## src/hw/rtl/msi_pkg.sv

```systemverilog
`default_nettype none
package msi_pkg;

  localparam int unsigned VALUE_W      = 31;
  localparam int unsigned CAPACITY_DEF = 64;

  typedef struct packed {
    logic [VALUE_W-1:0] value;
    logic               last;
  } in_word_t;

  typedef struct packed {
    logic [VALUE_W-1:0] sorted_value;
    logic               final_res;
    logic               overflow;
  } out_word_t;

  typedef enum logic {
    WR_VALUE = 1'b0,
    WR_SHIFT = 1'b1
  } wr_sel_e;

  typedef struct packed {
    logic    latch_item;
    logic    dec_pos;
    logic    wr_en;
    wr_sel_e wr_sel;
    logic    rd_en;
    logic    emit;
    logic    inc_count;
    logic    set_drop;
    logic    clr_run;
  } cmd_t;

  typedef struct packed {
    logic full;
    logic pos_zero;
    logic pos_one;
    logic greater;
    logic last;
    logic rd_last;
  } status_t;

endpackage
`default_nettype wire

```

## src/hw/rtl/merge_insertion_sorter.sv

```systemverilog
`default_nettype none
// Sorts a run of 31-bit values. A word is taken when start is high and busy is
// low; each insertion walks the stored run down from the top through a simple
// dual-port RAM with one write and one read port. An empty store writes the
// word at once; otherwise each stored value greater than it moves up one slot
// before the word is placed. A full store drops the word and flags overflow.
// After the word marked last, the run streams out in ascending order, one
// result per cycle on strobe_o; the receiver cannot stall, so every strobe is
// taken as given. final_res marks the largest value.
module merge_insertion_sorter #(
  parameter int unsigned Capacity = msi_pkg::CAPACITY_DEF
) (
  input  wire logic              clk_i,
  input  wire logic              rst_ni,
  input  wire logic              start,
  input  wire msi_pkg::in_word_t in_word_i,
  output logic                   busy,
  output logic                   strobe_o,
  output msi_pkg::out_word_t     out_word_o
);
  import msi_pkg::*;

  cmd_t    cmd;
  status_t status;

  msi_ctrl u_ctrl (
    .clk_i    (clk_i),
    .rst_ni   (rst_ni),
    .start_i  (start),
    .status_i (status),
    .cmd_o    (cmd),
    .busy_o   (busy)
  );

  msi_dpath #(
    .Capacity (Capacity)
  ) u_dpath (
    .clk_i      (clk_i),
    .rst_ni     (rst_ni),
    .in_word_i  (in_word_i),
    .cmd_i      (cmd),
    .status_o   (status),
    .strobe_o   (strobe_o),
    .out_word_o (out_word_o)
  );

  a_strobe_busy: assert property (@(posedge clk_i) disable iff (!rst_ni)
    strobe_o |-> busy)
    else $error("result while idle");

  a_final_idle: assert property (@(posedge clk_i) disable iff (!rst_ni)
    (strobe_o && out_word_o.final_res) |=> (!busy && !strobe_o))
    else $error("activity after final word");

  a_no_accept_stream: assert property (@(posedge clk_i) disable iff (!rst_ni)
    $rose(strobe_o) |-> $past(busy))
    else $error("stream began without a run");

endmodule
`default_nettype wire

```

## src/hw/rtl/msi_ram.sv

```systemverilog
`default_nettype none
module msi_ram #(
  parameter int unsigned Width = 8,
  parameter int unsigned Depth = 16
) (
  input  wire logic                     clk_i,
  input  wire logic                     we_i,
  input  wire logic [$clog2(Depth)-1:0] waddr_i,
  input  wire logic [Width-1:0]         wdata_i,
  input  wire logic                     re_i,
  input  wire logic [$clog2(Depth)-1:0] raddr_i,
  output logic      [Width-1:0]         rdata_o
);

  logic [Width-1:0] mem_q [Depth];
  logic [Width-1:0] rdata_q;

  always_ff @(posedge clk_i) begin
    if (we_i) begin
      mem_q[waddr_i] <= wdata_i;
    end
    if (re_i) begin
      rdata_q <= mem_q[raddr_i];
    end
  end

  assign rdata_o = rdata_q;

endmodule
`default_nettype wire

```

## src/hw/rtl/msi_dpath.sv

```systemverilog
`default_nettype none
module msi_dpath #(
  parameter int unsigned Capacity = msi_pkg::CAPACITY_DEF
) (
  input  wire logic               clk_i,
  input  wire logic               rst_ni,
  input  wire msi_pkg::in_word_t  in_word_i,
  input  wire msi_pkg::cmd_t      cmd_i,
  output msi_pkg::status_t        status_o,
  output logic                    strobe_o,
  output msi_pkg::out_word_t      out_word_o
);
  import msi_pkg::*;

  localparam int unsigned AddrW = $clog2(Capacity);
  localparam int unsigned CntW  = $clog2(Capacity + 1);

  logic [VALUE_W-1:0] value_q;
  logic               last_q;
  logic [CntW-1:0]    count_q, count_d;
  logic               dropped_q, dropped_d;
  logic [AddrW-1:0]   pos_q, pos_d;
  logic [AddrW-1:0]   rd_q, rd_d;
  logic               vld_q, fin_q;
  logic [AddrW-1:0]   raddr;
  logic [VALUE_W-1:0] wdata, rdata;
  logic [CntW-1:0]    count_m1;

  always_ff @(posedge clk_i) begin
    if (cmd_i.latch_item) begin
      value_q <= in_word_i.value;
      last_q  <= in_word_i.last;
    end
  end

  assign count_m1 = count_q - CntW'(1);

  always_comb begin
    pos_d = pos_q;
    if (cmd_i.latch_item) begin
      pos_d = count_q[AddrW-1:0];
    end else if (cmd_i.dec_pos) begin
      pos_d = pos_q - AddrW'(1);
    end
    count_d   = count_q;
    dropped_d = dropped_q;
    rd_d      = rd_q;
    if (cmd_i.inc_count) count_d = count_q + CntW'(1);
    if (cmd_i.set_drop)  dropped_d = 1'b1;
    if (cmd_i.emit)      rd_d = rd_q + AddrW'(1);
    if (cmd_i.clr_run) begin
      count_d   = '0;
      dropped_d = 1'b0;
      rd_d      = '0;
    end
  end

  always_ff @(posedge clk_i or negedge rst_ni) begin
    if (!rst_ni) begin
      count_q   <= '0;
      dropped_q <= 1'b0;
      pos_q     <= '0;
      rd_q      <= '0;
      vld_q     <= 1'b0;
      fin_q     <= 1'b0;
    end else begin
      count_q   <= count_d;
      dropped_q <= dropped_d;
      pos_q     <= pos_d;
      rd_q      <= rd_d;
      vld_q     <= cmd_i.emit;
      fin_q     <= cmd_i.emit & status_o.rd_last;
    end
  end

  assign raddr = cmd_i.emit ? rd_q : pos_d - AddrW'(1);
  assign wdata = (cmd_i.wr_sel == WR_SHIFT) ? rdata : value_q;

  msi_ram #(
    .Width (VALUE_W),
    .Depth (Capacity)
  ) u_store (
    .clk_i   (clk_i),
    .we_i    (cmd_i.wr_en),
    .waddr_i (pos_q),
    .wdata_i (wdata),
    .re_i    (cmd_i.rd_en),
    .raddr_i (raddr),
    .rdata_o (rdata)
  );

  assign status_o.full     = (count_q == CntW'(Capacity));
  assign status_o.pos_zero = (pos_q == '0);
  assign status_o.pos_one  = (pos_q == AddrW'(1));
  assign status_o.greater  = (rdata > value_q);
  assign status_o.last     = last_q;
  assign status_o.rd_last  = (CntW'(rd_q) == count_m1);

  assign strobe_o                = vld_q;
  assign out_word_o.sorted_value = rdata;
  assign out_word_o.final_res    = fin_q;
  assign out_word_o.overflow     = dropped_q;

  a_count_bound: assert property (@(posedge clk_i) disable iff (!rst_ni)
    count_q <= CntW'(Capacity))
    else $error("held count beyond capacity");

  a_no_insert_when_full: assert property (@(posedge clk_i) disable iff (!rst_ni)
    status_o.full |-> !cmd_i.inc_count)
    else $error("insert into full store");

  a_final_clears: assert property (@(posedge clk_i) disable iff (!rst_ni)
    (vld_q && fin_q) |=> (count_q == '0 && !dropped_q))
    else $error("run not cleared after final word");

endmodule
`default_nettype wire

```

## src/hw/rtl/msi_ctrl.sv

```systemverilog
`default_nettype none
module msi_ctrl (
  input  wire logic             clk_i,
  input  wire logic             rst_ni,
  input  wire logic             start_i,
  input  wire msi_pkg::status_t status_i,
  output msi_pkg::cmd_t         cmd_o,
  output logic                  busy_o
);
  import msi_pkg::*;

  typedef enum logic [5:0] {
    ST_IDLE  = 6'b000001,
    ST_CHECK = 6'b000010,
    ST_SHIFT = 6'b000100,
    ST_PLACE = 6'b001000,
    ST_EMIT  = 6'b010000,
    ST_FLUSH = 6'b100000
  } state_e;

  state_e state_q, state_d;
  state_e after_ins;

  assign after_ins = status_i.last ? ST_EMIT : ST_IDLE;

  always_comb begin
    state_d = state_q;
    cmd_o   = '0;
    cmd_o.wr_sel = WR_VALUE;
    case (state_q)
      ST_IDLE: begin
        if (start_i) begin
          cmd_o.latch_item = 1'b1;
          state_d = ST_CHECK;
        end
      end
      ST_CHECK: begin
        if (status_i.full) begin
          cmd_o.set_drop = 1'b1;
          state_d = after_ins;
        end else if (status_i.pos_zero) begin
          cmd_o.wr_en     = 1'b1;
          cmd_o.inc_count = 1'b1;
          state_d = after_ins;
        end else begin
          cmd_o.rd_en = 1'b1;
          state_d = ST_SHIFT;
        end
      end
      ST_SHIFT: begin
        cmd_o.wr_en = 1'b1;
        if (status_i.greater) begin
          cmd_o.wr_sel  = WR_SHIFT;
          cmd_o.dec_pos = 1'b1;
          if (status_i.pos_one) begin
            state_d = ST_PLACE;
          end else begin
            cmd_o.rd_en = 1'b1;
          end
        end else begin
          cmd_o.inc_count = 1'b1;
          state_d = after_ins;
        end
      end
      ST_PLACE: begin
        cmd_o.wr_en     = 1'b1;
        cmd_o.inc_count = 1'b1;
        state_d = after_ins;
      end
      ST_EMIT: begin
        cmd_o.rd_en = 1'b1;
        cmd_o.emit  = 1'b1;
        if (status_i.rd_last) state_d = ST_FLUSH;
      end
      ST_FLUSH: begin
        cmd_o.clr_run = 1'b1;
        state_d = ST_IDLE;
      end
      default: begin
        state_d = ST_IDLE;
      end
    endcase
  end

  always_ff @(posedge clk_i or negedge rst_ni) begin
    if (!rst_ni) begin
      state_q <= ST_IDLE;
    end else begin
      state_q <= state_d;
    end
  end

  assign busy_o = (state_q != ST_IDLE);

  a_shift_pos: assert property (@(posedge clk_i) disable iff (!rst_ni)
    (state_q == ST_SHIFT) |-> !status_i.pos_zero)
    else $error("shift at slot zero");

  a_place_slot: assert property (@(posedge clk_i) disable iff (!rst_ni)
    (state_q == ST_PLACE) |-> status_i.pos_zero)
    else $error("place away from slot zero");

  a_emit_follows: assert property (@(posedge clk_i) disable iff (!rst_ni)
    (state_q == ST_FLUSH) |-> $past(state_q == ST_EMIT))
    else $error("flush without emit");

endmodule
`default_nettype wire
```

## config.mk

```make
export PLATFORM = sky130hd
export DESIGN_NAME = merge_insertion_sorter
export DESIGN_NICKNAME = d
export VERILOG_FILES = /design/src/hw/rtl/msi_pkg.sv /design/src/hw/rtl/merge_insertion_sorter.sv /design/src/hw/rtl/msi_ram.sv /design/src/hw/rtl/msi_dpath.sv /design/src/hw/rtl/msi_ctrl.sv
export SDC_FILE = /design/constraint.sdc
export NUM_CORES = 2
export LEC_CHECK = 0
export BUFFER_PORTS_ARGS = -buffer_cell sky130_fd_sc_hd__buf_4
export CORE_MARGIN = 4
export CORE_UTILIZATION = 38
export CTS_BUF_LIST = sky130_fd_sc_hd__clkbuf_4
export CTS_CLUSTER_SIZE = 20
export DETAILED_ROUTE_END_ITERATION = 8
export MAX_ROUTING_LAYER = met4
export PLACE_DENSITY = 0.5
export SYNTH_ARGS = -nofsm -noshare
export SYNTH_HDL_FRONTEND = slang
export SYNTH_SLANG_ARGS = --single-unit
```

## constraint.sdc

```tcl
create_clock -name clk_i -period 5.6 [get_ports clk_i]
set_clock_uncertainty 0.05 [all_clocks]
set_input_delay 0.56 -clock clk_i [delete_from_list [all_inputs] [get_ports clk_i]]
set_output_delay 0.56 -clock clk_i [all_outputs]
set_load 0.005 [all_outputs]
```

; ---- After elaboration in Yosys (flattened, before gate mapping)
; Memory sizes are Yosys's and may differ from the RTL's. A register that Yosys moved wholly into a read port is not among the register bits.
; Cells that the tools add are included.
; Widths: inputs -> output; s select.
[totals]
register_bits = 60
ramBits = 1984
output_inout_bits = 35
mem_count = 1
[mem_list]
columns = name, words, width, rd, rd_clocked_by_memory_dff, wr, line_no
row1 = u_dpath.u_store.mem_q, 64, 31, 1, 1, 1, msi_ram.sv:15  ; logic [Width-1:0] mem_q [Depth];
[classes]
add_sub_neg = 5
order_cmp = 1
eq_ne = 13
n_mux = 39
bitwise = 1
n_reduce_logical = 6
[op_table]
columns = op, count
row1 = $mux 6, 11
row2 = $gt 31x31->1, 1
row3 = $mux 31, 1
row4 = $pmux 6 s5, 1
row5 = $mux 1, 19
row6 = $mux 7, 2
row7 = $eq 6x1->1 const B, 2
row8 = $sub 6x1->6 const B, 2
row9 = $add 7x1->7 const B, 1
row10 = $eq 6x7->1, 1
row11 = $eq 7x7->1 const B, 1
row12 = $sub 7x1->7 const B, 1
row13 = $add 6x1->6 const B, 1
row14 = $eq 6x2->1 const B, 1
row15 = $eq 6x3->1 const B, 1
row16 = $eq 6x4->1 const B, 1
row17 = $eq 6x5->1 const B, 1
row18 = $eq 6x6->1 const B, 1
row19 = $logic_not 6->1, 1
row20 = $ne 6x1->1 const B, 1
row21 = $pmux 1 s3, 2
row22 = $reduce_bool 2->1, 3
row23 = $mux 5, 1
row24 = $ne 3x3->1 const B, 1
row25 = 7 further kinds, 7

; ---- Logic depth before layout (Yosys ltp)
[logic_depth]
depth_word = 7
mapped_depth = 22
ltp_nobuf = 17

; ---- Hierarchy
; A second synthesis with hierarchy kept.
[hier_totals]
hier_cells = 3842
area_unflattened_um2 = 80644.8
[modules_own_cells]
columns = mod, instances, cells_per_inst, area_each_um2
row1 = msi_ram, 1, 3418, 76616.0
row2 = msi_dpath, 1, 376, 3617.2
row3 = msi_ctrl, 1, 48, 411.6

; ---- Worst setup path after synthesis
; Ideal clock, no wire load.
[synth_timing]
kind = register -> register
from = reg u_dpath.u_store.rdata_q[29] (netlist: u_dpath.u_store.rdata_o[29]) (read register of u_dpath.u_store.mem_q)
to = mem u_dpath.u_store.mem_q[0][10] in the netlist's numbering, data pin
arrival_time_ns = 4.707
setup_slack_ns = 0.141
stages_incl_launch_ff = 10
path_buffers = 2
period_less_slack_ns = 5.459
path_cell_list = edfxtp_1 > ha_1 > nand4_2 > nor4_4 > and3_4 > a211oi_2 > or2_1 > buf_6 > clkbuf_1 > o21ai_0
[synth_between]
elab_chain_cells = 4
[synth_rtl]
columns = element, line_no
row1 = from (decl), msi_ram.sv:16  ; logic [Width-1:0] rdata_q;
row2 = $gt 31x31->1, msi_dpath.sv:95  ; assign status_o.greater = (rdata > value_q);
row3 = $mux 2, msi_ctrl.sv:52  ; if (status_i.greater) begin
row4 = $mux 1, msi_ctrl.sv:30  ; case (state_q)
row5 = $mux 31, msi_dpath.sv:77  ; assign wdata = (cmd_i.wr_sel == WR_SHIFT) ? rdata : value_q;
row6 = via u_dpath.u_store.wdata_i[10], msi_ram.sv:9  ; input wire logic [Width-1:0] wdata_i,
row7 = to (decl), msi_ram.sv:15
; The timed path passes the listed nets, and every way through them passes these cells.

; ---- Final worst setup path
[layout_timing]
from = reg u_dpath.u_store.rdata_q[26] (netlist: u_dpath.u_store.rdata_o[26]) (read register of u_dpath.u_store.mem_q)
to = reg u_dpath.u_store.rdata_q[5] (netlist: u_dpath.u_store.rdata_o[5]) (read register of u_dpath.u_store.mem_q), data pin
[layout_between]
elab_chain_cells = 7
word_cells_on_any_way = 9
classes_between = 1 x add/sub / 1 x order compare / 7 x mux
[layout_rtl]
columns = element, line_no
row1 = $gt 31x31->1 (*), msi_dpath.sv:95
row2 = $mux 1, msi_ctrl.sv:52
row3 = $mux 1, msi_ctrl.sv:30
row4 = $mux 6, msi_dpath.sv:42  ; end else if (cmd_i.dec_pos) begin
row5 = $mux 6, msi_dpath.sv:40  ; if (cmd_i.latch_item) begin
row6 = $sub 6x1->6, msi_dpath.sv:76  ; assign raddr = cmd_i.emit ? rd_q : pos_d - AddrW'(1);
row7 = $mux 6, msi_dpath.sv:76
; Mark *: on every way between the ends. The rest lies on a longest branch, timed or not.
; A chain may end at the register's enable or synchronous reset.

==> impl_metrics.ini <==
[run_status]
status = completed

[synthesis]
ys_warn_count = 0
async_reset_ff_share_pct = 1.35
syn_inst = 5509
ys_ff_latch = 2075
synthDistinctLibCells = 67
syn_area_mm2 = 0.0827
synthesis.nets = 5582
synthFlopType = edfxtp_1
synth_edf_count = 2047
yosysSeqAreaShare_pct = 75.2
avgSynthCellArea_um2 = 15.0

[run]
max_cap_viol_count = 0

[grt]
grt_max_degree = 65
grt_overflow_total = 0
grt.total_usage_pct = 22.7
first_global_vias = 51000
antenna_found_initial = 8
grt_pass1_wl_um = 362000

[clocking]
clock-sinks = 2075
clock_path_buffers = 4
cts-buffers-inserted = 565
path_clk_slew_ns = 0.06
htreeDepth = 6
cts_tree = done
clkLatencyLatePin_ns = 1.40
cts-root-buf = clkbuf_4

[floorplanning]
num_rows = 170
die_x_um = 474
initial_core_util_pct = 38.4
ios = 70
dieArea_mm2 = 0.225
coreArea_mm2 = 0.215
dieHeight_um = 474

[drt]
drt_iter0_drc = 4495
drc = 0
vias = 50900
antenna_left = 0
dr.pass1.iters = 6
wl_um = 250000
via_per_inst = 5.38
wl_per_cell_um = 26.4

[cells_and_area]
fin_util_pct = 45.4
final_cell_mix = 2,047 x edfxtp_1, 1,304 x nand2_1, 1,130 x nand3_1, 817 x clkbuf_4, 327 x buf_4
nets = 6343
multi_input_area_mm2 = 0.0195
final_common_cell = edfxtp_1
ff_latch_area_mm2 = 0.0622
syn_to_final_growth_pct = 18.4
drive_above_1_share_pct = 25.5
fill_cells = 19100

[setup_path]
worstPathRequired_ns = 6.62
cp-end-kind = flip-flop
rrSetupSlack_ns = 0.14
crit_type = flip-flop to flip-flop
crit_arrival_ns = 6.48
path_max_fanout = 30
startpoint_type = flip-flop

[timing]
finalCritPeriodShare_pct = 97.6
drv_slew = 0
whs_ns = 0.188
fmax_mhz = 183
rsz0062_at_grt = false
tightest_slew_ns = 1.15
maxSlewHeadroom_pct = 23.4
setup_viol = 0
period_needed_ns = 5.46
hold_violations = 0
tns_ns = 0

[min_path]
hold_class = input pin to flip-flop

[place]
dp_hpwl_um = 150000
port_buffers = 69
gp_congestion = 0.859
sequential cells by signal, indices dropped and copies added, names as in the netlist:
name / count
u_dpath.count_q: 7
u_dpath.last_q: 1
u_dpath.strobe_o: 1
u_dpath.u_store.rdata_o: 31
u_dpath.fin_q: 1
u_dpath.value_q: 31
u_dpath.u_store.mem_q: 1984
u_dpath.pos_q: 6
u_ctrl.state_q: 6
u_dpath.dropped_q: 1
u_dpath.rd_q: 6
worst max-delay path, cell delays in order (launching register included):
cell      delay (ns)
edfxtp_1        0.53
ha_1            0.53
nand4_1         0.12
buf_4           0.19
nor4_4          0.35
and3_4          0.29
a211oi_2        0.06
buf_4           0.18
o21ai_0         0.30
o311ai_4        0.16
ha_1            0.30
nand2_1         0.13
o21a_4          0.25
buf_12          0.19
buf_12          0.20
buf_12          0.23
mux4_2          0.33
nand2_1         0.08
nand3_1         0.16
nand3_1         0.29
nand4_1         0.12
final timing paths:
path	start	cells past startpoint	end
max in group asynchronous	rst_ni	5	u_ctrl.state_q[0]
max reg2reg	u_dpath.u_store.rdata_o[26]	20	u_dpath.u_store.rdata_o[5]
max	u_dpath.u_store.rdata_o[26]	20	u_dpath.u_store.rdata_o[5]
min	start	5	u_dpath.pos_q[2]
min in group asynchronous	rst_ni	5	u_dpath.pos_q[3]
min reg2reg	u_dpath.dropped_q	2	u_dpath.dropped_q
cell usage after synthesis, drive strengths merged (2+ instances only):
master / number / area [um^2]
inv: 50 / 188
nand3b: 2 / 15.0
nor3: 9 / 45.0
o21ai: 60 / 304
nand2b: 4 / 25.0
mux4: 248 / 5590
nor2: 96 / 360
nand3: 1130 / 5660
and2: 2 / 12.5
ha: 38 / 475
mux2i: 3 / 33.8
o31ai: 4 / 43.8
nand4: 39 / 250
clkbuf: 202 / 758
xor2: 5 / 43.8
o21a: 3 / 22.5
a31o: 3 / 26.3
a22o: 2 / 17.5
nor2b: 3 / 18.8
and3: 8 / 55.1
a31oi: 4 / 31.3
a221oi: 2 / 17.5
nor4: 6 / 67.6
a21oi: 21 / 105
buf: 135 / 987
nor3b: 4 / 35.0
or3: 3 / 18.8
dfrtp: 27 / 676
a211oi: 7 / 75.1
nand2: 1305 / 4900
xnor2: 14 / 130
a21o: 3 / 22.5
edfxtp: 2047 / 61500
o211ai: 3 / 27.5
and4: 3 / 28.8
per-stage QoR:
step	cells	area (um^2)	setup WS, ns
after detailed placement	8469	90500	-0.0964
after CTS	9459	97900	0.133
after global routing	9464	97900	0.0115
after global placement	8469	90500	-0.114
after floorplan	5509	82700	0.141
final	9469	97900	0.136
per-layer routing:
metal | GRT usage [%] | up-vias | routed length [um]
met3 | 3.97 | 310 | 15300
met5 | - | - | 0
met4 | 6.93 | 0 | 6100
met1 | 30.0 | 26200 | 107000
met2 | 36.2 | 1869 | 122000
li1 | - | 22600 | -
layout make-up:
class | instances | share of cell area, %
clock inverters | 101 | 0.472
repair buffers | 531 | 5.97
well taps | 2838 | 3.63
clock buffers | 817 | 6.27
diodes | 10 | 0.0256
multi-input cells | 3046 | 19.9
flip-flops and latches | 2075 | 63.5
inverters | 51 | 0.197
cell families (layout without fill, tap and decap cells):
logic type	Yosys count	after routing	share of synthesized area [%]
buf+inv	388	1500	2.34
compound gates	121	121	0.953
simple gates	2617	2617	13.9
flops	2075	2075	75.2
other cells	0	10	0
xor+xnor	19	19	0.210
fa+ha+maj	38	38	0.575
mux	251	251	6.80
timing repair:
item | CTS | global route
endpoints found under the setup margin | 10 | 1
hold endpoints to repair | 83 | 0
hold buffers | 70 | 0
buffers inserted | 2 | 0
resized for setup | 0 | 1
pin swaps | 1 | 0
Power is left out: the tool's default activity adds up to more than one toggle a clock period on the data nets, which glitch-free logic cannot reach.
